File: src/rtl/lruc_pkg.sv
package lruc_pkg;

  localparam int VALUE_BITS = 64;
  localparam int TIME_BITS  = 32;
  localparam int TTL_BITS   = 16;
  localparam int FUNC_BITS  = 2;
  localparam int KEY_PORT_BITS = 64;

  localparam logic [TTL_BITS-1:0] TTL_RESET = 16'd1000;

  localparam logic [FUNC_BITS-1:0] FUNC_LOOKUP = 2'd0;
  localparam logic [FUNC_BITS-1:0] FUNC_STORE  = 2'd1;
  localparam logic [FUNC_BITS-1:0] FUNC_REMOVE = 2'd2;

  typedef enum logic [4:0] {
    ST_IDLE   = 5'b00001,
    ST_SCAN   = 5'b00010,
    ST_DRAIN  = 5'b00100,
    ST_DECIDE = 5'b01000,
    ST_RESP   = 5'b10000
  } state_t;

endpackage

File: src/rtl/lru_cache_with_expiry.sv
// Flow: an accepted request passes the states SCAN, DRAIN and DECIDE to RESP, which offers
//   the result beat once the output is free; only then does the block return to IDLE and
//   take the next request. The tag scan reads one entry of the tag memory per cycle.
// Reset: all entries invalid and all ranks zero at once, ttl_ms back to 1000;
//   no clearing pass, the block is ready as soon as reset is released.
module lru_cache_with_expiry
  import lruc_pkg::*;
#(
  parameter int ENTRIES  = 16,
  parameter int KEY_BITS = 64
) (
  input  logic                        clk,
  input  logic                        rst,
  input  logic                        cfg_valid,
  output logic                        cfg_ready,
  input  logic [TTL_BITS-1:0]         cfg_data,   // ttl_ms
  input  logic                        s_tvalid,
  output logic                        s_tready,
  input  logic [223:0]                s_tdata,    // key, value_high_in, value_low_in, now_ms
  input  logic [FUNC_BITS-1:0]        s_tuser,    // func
  output logic                        m_tvalid,
  input  logic                        m_tready,
  output logic [2*VALUE_BITS-1:0]     m_tdata,    // value_high_out, value_low_out
  output logic                        m_tuser     // hit
);

  localparam int IW = $clog2(ENTRIES);
  localparam logic [IW-1:0] LAST = IW'(ENTRIES - 1);
  localparam int TW = KEY_BITS + TIME_BITS;

  state_t state;

  logic [TTL_BITS-1:0]   ttl_ms;
  logic [FUNC_BITS-1:0]  func_r;
  logic [KEY_BITS-1:0]   key_r;
  logic [VALUE_BITS-1:0] vhi_r;
  logic [VALUE_BITS-1:0] vlo_r;
  logic [TIME_BITS-1:0]  now_r;

  logic [IW-1:0] idx;
  logic          cmp_on;
  logic [IW-1:0] cmp_idx;

  logic                 valid [ENTRIES];
  logic [IW-1:0]        rank  [ENTRIES];

  logic [TW-1:0]           tmem [ENTRIES];
  logic [2*VALUE_BITS-1:0] vmem [ENTRIES];
  logic [TW-1:0]           trd;
  logic [2*VALUE_BITS-1:0] vrd;

  logic                 found;
  logic [IW-1:0]        mslot;
  logic [IW-1:0]        mrank;
  logic [TIME_BITS-1:0] mstamp;
  logic                 free_found;
  logic [IW-1:0]        free_slot;
  logic [IW-1:0]        lru_slot;

  logic                 resp_hit;
  logic                 resp_data;

  logic [TIME_BITS-1:0] age;
  logic                 fresh;
  logic                 is_lookup;
  logic                 is_store;
  logic                 is_remove;
  logic                 do_hit;
  logic                 do_inval;
  logic                 do_insert;
  logic [IW-1:0]        ins_slot;
  logic [IW-1:0]        wslot;
  logic                 tag_eq;

  assign cfg_ready = 1'b1;
  assign s_tready  = (state == ST_IDLE);

  always_comb begin
    age       = now_r - mstamp;
    fresh     = age < {{(TIME_BITS-TTL_BITS){1'b0}}, ttl_ms};
    is_lookup = (func_r == FUNC_LOOKUP);
    is_store  = (func_r == FUNC_STORE);
    is_remove = (func_r == FUNC_REMOVE);
    do_hit    = is_lookup && found && fresh;
    do_inval  = found && ((is_lookup && !fresh) || is_remove);
    do_insert = is_store && !found;
    ins_slot  = free_found ? free_slot : lru_slot;
    wslot     = found ? mslot : ins_slot;
    tag_eq    = (trd[KEY_BITS-1:0] == key_r);
  end

  always_ff @(posedge clk) begin
    if (rst) begin
      ttl_ms <= TTL_RESET;
    end else if (cfg_valid && cfg_ready) begin
      ttl_ms <= cfg_data;
    end
  end

  always_ff @(posedge clk) begin
    if (rst) begin
      state    <= ST_IDLE;
      idx      <= '0;
      cmp_on   <= 1'b0;
      m_tvalid <= 1'b0;
    end else begin
      cmp_on <= (state == ST_SCAN);
      if (state == ST_RESP && (!m_tvalid || m_tready)) begin
        m_tvalid <= 1'b1;
      end else if (m_tready) begin
        m_tvalid <= 1'b0;
      end
      case (state)
        ST_IDLE: begin
          idx <= '0;
          if (s_tvalid) begin
            state <= ST_SCAN;
          end
        end
        ST_SCAN: begin
          if (idx == LAST) begin
            state <= ST_DRAIN;
          end else begin
            idx <= idx + 1'b1;
          end
        end
        ST_DRAIN: begin
          state <= ST_DECIDE;
        end
        ST_DECIDE: begin
          state <= ST_RESP;
        end
        ST_RESP: begin
          if (!m_tvalid || m_tready) begin
            state <= ST_IDLE;
          end
        end
        default: begin
          state <= ST_IDLE;
        end
      endcase
    end
  end

  always_ff @(posedge clk) begin
    if (state == ST_IDLE && s_tvalid) begin
      func_r <= s_tuser;
      key_r  <= s_tdata[KEY_BITS-1:0];
      vhi_r  <= s_tdata[127:64];
      vlo_r  <= s_tdata[191:128];
      now_r  <= s_tdata[223:192];
    end
    cmp_idx <= idx;
    if (state == ST_DECIDE) begin
      resp_hit  <= found && (is_store || is_remove || (is_lookup && fresh));
      resp_data <= do_hit;
    end
    if (state == ST_RESP && (!m_tvalid || m_tready)) begin
      m_tuser <= resp_hit;
      m_tdata <= resp_data ? vrd : '0;
    end
  end

  // scan: compare one entry per cycle, in the cycle after its read address
  always_ff @(posedge clk) begin
    if (state == ST_IDLE) begin
      found      <= 1'b0;
      free_found <= 1'b0;
    end else if (cmp_on) begin
      if (valid[cmp_idx] && tag_eq) begin
        found  <= 1'b1;
        mslot  <= cmp_idx;
        mrank  <= rank[cmp_idx];
        mstamp <= trd[TW-1:KEY_BITS];
      end
      if (!valid[cmp_idx] && !free_found) begin
        free_found <= 1'b1;
        free_slot  <= cmp_idx;
      end
      if (valid[cmp_idx] && rank[cmp_idx] == LAST) begin
        lru_slot <= cmp_idx;
      end
    end
  end

  always_ff @(posedge clk) begin
    trd <= tmem[idx];
    if (state == ST_DECIDE && do_insert) begin
      tmem[ins_slot] <= {now_r, key_r};
    end
  end

  always_ff @(posedge clk) begin
    vrd <= vmem[mslot];
    if (state == ST_DECIDE && is_store) begin
      vmem[wslot] <= {vlo_r, vhi_r};
    end
  end

  // recency ranks: every entry updates itself against the broadcast slot and rank
  always_ff @(posedge clk) begin
    if (rst) begin
      for (int i = 0; i < ENTRIES; i++) begin
        valid[i] <= 1'b0;
        rank[i]  <= '0;
      end
    end else if (state == ST_DECIDE) begin
      for (int i = 0; i < ENTRIES; i++) begin
        if (do_hit) begin
          if (IW'(i) == mslot) begin
            rank[i] <= '0;
          end else if (valid[i] && rank[i] < mrank) begin
            rank[i] <= rank[i] + 1'b1;
          end
        end else if (do_inval) begin
          if (IW'(i) == mslot) begin
            valid[i] <= 1'b0;
            rank[i]  <= '0;
          end else if (valid[i] && rank[i] > mrank) begin
            rank[i] <= rank[i] - 1'b1;
          end
        end else if (do_insert) begin
          if (IW'(i) == ins_slot) begin
            valid[i] <= 1'b1;
            rank[i]  <= '0;
          end else if (valid[i]) begin
            rank[i] <= rank[i] + 1'b1;
          end
        end
      end
    end
  end

endmodule

File: config.mk
export PLATFORM = sky130hd
export DESIGN_NAME = lru_cache_with_expiry
export DESIGN_NICKNAME = d
export VERILOG_FILES = /design/src/rtl/lruc_pkg.sv /design/src/rtl/lru_cache_with_expiry.sv
export SDC_FILE = /design/constraint.sdc
export NUM_CORES = 2
export LEC_CHECK = 0
export BUFFER_PORTS_ARGS = -buffer_cell sky130_fd_sc_hd__clkbuf_2
export CAP_MARGIN = 20
export CORE_MARGIN = 4
export CORE_UTILIZATION = 60
export CTS_BUF_LIST = sky130_fd_sc_hd__clkbuf_16
export DETAILED_ROUTE_END_ITERATION = 16
export HOLD_SLACK_MARGIN = 0.1
export PLACE_DENSITY = 0.74
export RECOVER_POWER = 100
export SYNTH_ARGS = -nofsm -noshare
export SYNTH_HDL_FRONTEND = slang
export SYNTH_SLANG_ARGS = --single-unit
File: constraint.sdc
create_clock -name clk -period 16.9 [get_ports clk]
set_input_delay 0.845 -clock clk [delete_from_list [all_inputs] [get_ports clk]]
set_output_delay 0.845 -clock clk [all_outputs]
set_load 0.005 [all_outputs]
Word-level counts from Yosys, hierarchy flattened

Memories as Yosys holds them, arrays and structs flattened. A register that Yosys moved wholly into a read port is not among the register bits.
Cells that the tools add are included.

Add/subtract/negate cells: 34
Magnitude comparators: 33
Equality and inequality tests: 44
Muxes and demuxes: 752
Bitwise logic cells: 129
Reductions and logical operators: 67

Operator list:

| operator                                         | number |
|---|---|
| 2-to-1 mux 1 bit                                 | 648 |
| 2-to-1 mux 4 bit                                 | 99 |
| OR 1 bit                                         | 128 |
| adder 4 x 1 -> 4 bit, second input constant      | 17 |
| == test 4 bit, first input constant              | 16 |
| == test 64 bit                                   | 1 |
| > comparator 4 bit                               | 16 |
| < comparator 4 bit                               | 16 |
| subtractor 4 x 1 -> 4 bit, second input constant | 16 |
| logical AND 1 bit                                | 46 |
| == test 3 x 4 -> 1 bit, first input constant     | 8 |
| < comparator 32 x 16 -> 1 bit                    | 1 |
| subtractor 32 bit                                | 1 |
| case mux 5 bit (5 select lines)                  | 1 |
| == test 2 x 4 -> 1 bit, first input constant     | 4 |
| 2-to-1 mux 5 bit                                 | 3 |
| AND reduction 3 bit                              | 4 |
| == test 1 x 4 -> 1 bit, first input constant     | 2 |
| == test 4 bit, second input constant             | 2 |
| logical NOT 4 bit                                | 2 |
| case mux 4 bit (2 select lines)                  | 1 |
| AND reduction 2 bit                              | 3 |
| == test 5 x 1 -> 1 bit, second input constant    | 1 |
| == test 5 x 2 -> 1 bit, second input constant    | 1 |
| 12 further kinds                                 | 22 |

Register bits: 438
RAM bits: 3664
Input port bits: 247
Memories: 4

Memory list:

| name  | words | width | read ports | clocked after memory_dff | wr ports | RTL line                    | source |
|---|---|---|---|---|---|---|---|
| vmem  | 16    | 128   | 1          | 1                        | 1        | lru_cache_with_expiry.sv:48 | `logic [2*VALUE_BITS-1:0] vmem [ENTRIES];` |
| tmem  | 16    | 96    | 1          | 1                        | 1        | lru_cache_with_expiry.sv:47 | `logic [TW-1:0] tmem [ENTRIES];` |
| rank  | 16    | 4     | 17         | 1                        | 16       | lru_cache_with_expiry.sv:45 | `logic [IW-1:0] rank [ENTRIES];` |
| valid | 16    | 1     | 17         | 1                        | 16       | lru_cache_with_expiry.sv:44 | `logic valid [ENTRIES];` |

Longest topological paths before layout

Depth in word-level cells: 15
Gate-level depth with buffers: 25

Least setup slack after synthesis

OpenSTA, ideal clock, no wires.

Kind: reg-to-reg
From: register mslot[0]
To: memory vmem[5][0] (netlist bit) (enable)
Library setup time: 0.799 ns
Data arrival time: 11.145 ns
Required time: 16.101 ns
Slack: 4.957 ns
Cell stages (with the launch flop): 6
Buffers on the path: 3
Period minus slack after synthesis: 11.943 ns
Cells stage by stage: edfxtp_1 -> clkbuf_1 -> buf_1 -> buf_1 -> a21oi_1 -> nor3b_1

Longest elaborated chain between the ends: 1

Ends and longest elaborated chain:

| item                   | RTL line                     | source |
|---|---|---|
| from (decl)            | lru_cache_with_expiry.sv:53  | `logic [IW-1:0] mslot;` |
| from (signal assigned) | lru_cache_with_expiry.sv:172 | `mslot <= cmp_idx;` |
| 2-to-1 mux 4 bit       | lru_cache_with_expiry.sv:88  | `wslot = found ? mslot : ins_slot;` |
| to (decl)              | lru_cache_with_expiry.sv:48  |  |

Every way passes these cells.

Worst setup path in the final report

From: register state[1]
To: memory vmem[2][9] (netlist bit) (enable)

Longest elaborated chain between the ends: 4

Ends and longest elaborated chain:

| item                                   | RTL line                     | source |
|---|---|---|
| from (decl)                            | lru_cache_with_expiry.sv:31  | `state_t state;` |
| from (signal assigned)                 | lru_cache_with_expiry.sv:102 | `state <= ST_IDLE;` |
| from (signal assigned)                 | lru_cache_with_expiry.sv:117 | `state <= ST_SCAN;` |
| from (signal assigned)                 | lru_cache_with_expiry.sv:122 | `state <= ST_DRAIN;` |
| == test 5 x 4 -> 1 bit                 | lru_cache_with_expiry.sv:195 | `if (state == ST_DECIDE && is_store) begin` |
| logical AND 1 bit                      | lru_cache_with_expiry.sv:195 |  |
| 2-to-1 mux 1 bit                       | lru_cache_with_expiry.sv:195 |  |
| 2-to-1 mux 1 bit (not written as such) | lru_cache_with_expiry.sv:196 | `vmem[wslot] <= {vlo_r, vhi_r};` |

Every way passes these cells.

==> metrics.md <==
| Metric | Value |
|---|---|
| Post-synth EDFFs | 4,069 |
| CP cell instances | nor3_1, nand3b_1, inv_1, nand2_1, or3b_2, nor2_4, clkbuf_1, clkbuf_1 |
| Top cell type's share of synthesized area | 0.742 |
| Post-route DRC | 0 |
| CTS Root Cell | clkbuf_16 |
| FF-to-FF End | vmem[2][9]$_DFFE_PP_ |
| Most frequent cell after synthesis | edfxtp_1 |
| Synth top area cells | edfxtp_1 74%, mux4_2 16%, dfxtp_1 3.1% |
| Starting Density | 0.602 |
| Part of the power in registers | 0.562 |
| DRT iter0 DRCs | 10.1k |
| Worst hold start | cfg_data[4] |
| Sequential share of the synthesized area | 0.774 |
| Fmax | 0.0860 GHz |
| Internal power | 17.1 mW |
| Crit end category | register |
| Cell mode on critical path | clkbuf_1 |
| Hold Path Cell Cnt | 3 |
| Ys async rst share | 0 |
| Die ar. | 0.283 mm^2 |
| Setup Crit Path Kind | register to register |
| DP HPWL | 198,000 um |
| Ys Warns | 0 |
| Die X | 532 um |
| I/O pin count | 379 |
| CP max stage delay | 6.38 ns |
| Crit path launch type | register |
| P_leak | 58.6 nW |
| WHS Endpoint | ttl_ms[4]$_SDFFE_PP0P_ |
| Setup TNS | 0 ns |
| Ys flop type | edfxtp_1 |
| Max VDD drop | 0.000143 V |
| Core Util, Final | 0.678 |
| Placed cell areas | 0.171 mm^2 |
| First-pass GRT wire length | 573,000 um |
| Power density cells | 116 mW/mm^2 |
| Buffers on Ports | 377 |
| Syn nets | 7,762 |
| Top cells by instance count after synthesis | 4,069 x edfxtp_1, 1,145 x mux4_2, 257 x dfxtp_1, 231 x clkbuf_1, 176 x nor2_1 |
| Largest net degree at the start of global routing | 154 |
| R2R Setup Slk | 5.27 ns |
| Worst EP required | 17.18 ns |
| Number of cells on the worst reg-to-reg path | 8 |
| Class of the worst hold path | primary input to register |
| Share of cells above drive strength 1 | 0.231 |
| Reg-to-Reg Start | state[1]$_SDFFE_PP0P_ |
| CTS tree | built |
| Rel. slew slack | -5.20 |
| Slowest cell on crit path | clkbuf_1 |
| CTS Buffer Depth | 4 |
| Post-route total power | 21.5 mW |
| Number of setup violations in the final report | 0 |
| #FFs+latches synth | 4,326 |
| Largest fanout on the critical path | 98 |
| Wire per inst | 32.1 um |
| Nets@finish | 8,541 |
| Initial antenna violation count | 20 |
| Status | finished with violations |
| Post-Place Setup Slack | 10.32 ns |
| Antenna-violating nets left | 0 |
| Core box area | 0.273 mm^2 |
| Worst hold margin | 0.179 ns |
| Yosys cell types | 79 |
| Syn avg cell area | 22.3 um^2 |
| Final instance area | 0.185 mm^2 |
| Least-Margin Pin Slew | 9.30 ns |
| RSZ-0062 raised after global routing | false |
| P_sw | 4.37 mW |
| Max H-tree Level | 5 |
| Die Height | 532 um |
| Clk_skew | 0.0785 ns |
| # clock sinks | 4,326 |
| Placed insts | 11.1k |
| Fin. max-slew vios | 5,046 |
| Failing checks | max-capacitance violations, max-slew violations |
| Area leader, netlist | edfxtp_1 |
| TritonCTS buffer count | 421 |
| Grt ovf | 0 |
| Area delta synth->final | 12.6% |
| Vias in the first global route | 83.1k |
| Final WL | 389,000 um |
| Tmin final | 11.63 ns |
| Net Sw Frac | 0.203 |
| Max cap viols | 122 |
| Total track usage | 0.276 |
| Final Cycle Share | 0.688 |
| Syn Inst Count | 7,368 |
| Netlist Area Pre-Place | 0.165 mm^2 |
| Power share of the combinational group | 0.018 |
| CP Data Arrival Time | 11.91 ns |
| Finished Layout Cells | 12.1k |
| Pre-antenna DRT Iters | 6 |
| Worst-skew pair later-pin latency | 0.97 ns |
| Register clock-pin slew on the reported worst setup and hold paths | 0.06 ns |
| Row cnt | 192 |
| Final hold viol count | 0 |
| Via count | 80.0k |
| Via density | 6.60 |
| Clock power frac | 0.421 |
| Final WS setup | 5.27 ns |
| Placer congestion estimate | 0.900 |
-- flip-flops by register name (all words and copies together), names as in the netlist, 2 cells and up --
name,flops
vmem,2048
tmem,1536
m_tdata,128
vrd,128
trd,96
key_r,64
rank,64
vhi_r,64
vlo_r,64
mstamp,32
now_r,32
ttl_ms,16
valid,16
state,5
cmp_idx,4
free_slot,4
idx,4
lru_slot,4
mrank,4
mslot,4
func_r,2
-- final cells by class --
type                    instances  area (um^2)
flip-flops and latches       4326       127000
fillers                     16600        88100
multi-input cells            2591        35600
clock buffers                 430        10800
well taps                    3589         4490
repair buffers                685         4040
clock inverters               362         2660
inverters                     122          458
diodes                         10         25.0
-- routing by layer --
metal / vias to the layer above / track usage / wire (um)
li1: 32500 / - / -
met1: 42100 / 0.380 / 144000
met2: 4600 / 0.457 / 197000
met3: 822 / 0.0462 / 34700
met4: 16 / 0.0914 / 13400
met5: - / 0 / 100
-- power groups by stage --
| stage | Combinational, mW | Sequential, mW | Clock, mW |
|---|---|---|---|
| finish | 0.378 | 12.1 | 9.05 |
| global route | 0.409 | 12.1 | 9.67 |
| CTS | 0.384 | 12.1 | 9.18 |
| detailed placement | 0.347 | 12.3 | 0 |
| global placement | 0.342 | 12.3 | 0 |
| floorplan | 0.208 | 12.2 | 0 |
-- cells in the final DEF (no fill, tap or decap), types with 80 or more instances in the layout --
cell type	netlist	final
clkinv_1	0	100
edfxtp_1	4069	4069
clkbuf_1	231	319
clkbuf_16	0	430
clkinv_2	0	80
a21oi_1	103	103
nor2_1	176	169
dlygate4sd3_1	0	167
and2_0	0	100
o21ai_0	83	84
inv_1	122	235
ha_1	146	146
dfxtp_1	257	256
clkbuf_2	0	156
nand2_1	115	115
mux4_2	1145	1145
-- critical path, delay by kind of cell, from the launching register on --
family | cells | cell delay [ns]
buffers and inverters | 3 | 8.95
flip-flops | 1 | 0.35
AND/OR/NAND/NOR | 5 | 1.53
-- logic make-up (layout without fill, tap and decap cells) --
family,Yosys count,in the layout,synth area share
AO/OA/AOI/OAI,418,418,0.0169
XOR/XNOR,84,84,0.00447
adder cells (fa/ha/maj),147,147,0.0112
buffers and inverters,451,1599,0.0105
flip-flops,4326,4326,0.774
multiplexers,1178,1178,0.159
other,1,11,0.0000228
AND/OR/NAND/NOR,763,763,0.0244
-- worst max-delay path by stage --
stage / from / end / slack (ns) / cells after the start
2_1_floorplan: mslot[0]$_DFFE_PP_ / vmem[5][0]$_DFFE_PP_ / 4.96 / 5
3_3_place_gp: now_r[0]$_DFFE_PP_ / rank[5][1]$_SDFFCE_PN0P_ / 10.40 / 21
3_5_place_dp: now_r[0]$_DFFE_PP_ / rank[6][3]$_SDFFCE_PN0P_ / 10.32 / 21
4_1_cts: now_r[0]$_DFFE_PP_ / rank[6][3]$_SDFFCE_PN0P_ / 10.32 / 22
5_1_grt: state[1]$_SDFFE_PP0P_ / vmem[5][16]$_DFFE_PP_ / 4.92 / 10
6_report: state[1]$_SDFFE_PP0P_ / vmem[2][9]$_DFFE_PP_ / 5.27 / 8
-- what timing repair did --
item                                   4_1_cts  5_1_grt
setup buffers                                0        0
resized for setup                            0        0
hold buffers                               167        0
endpoints found under the hold margin      167        0
No activity file was read; power rests on OpenSTA's default activity.
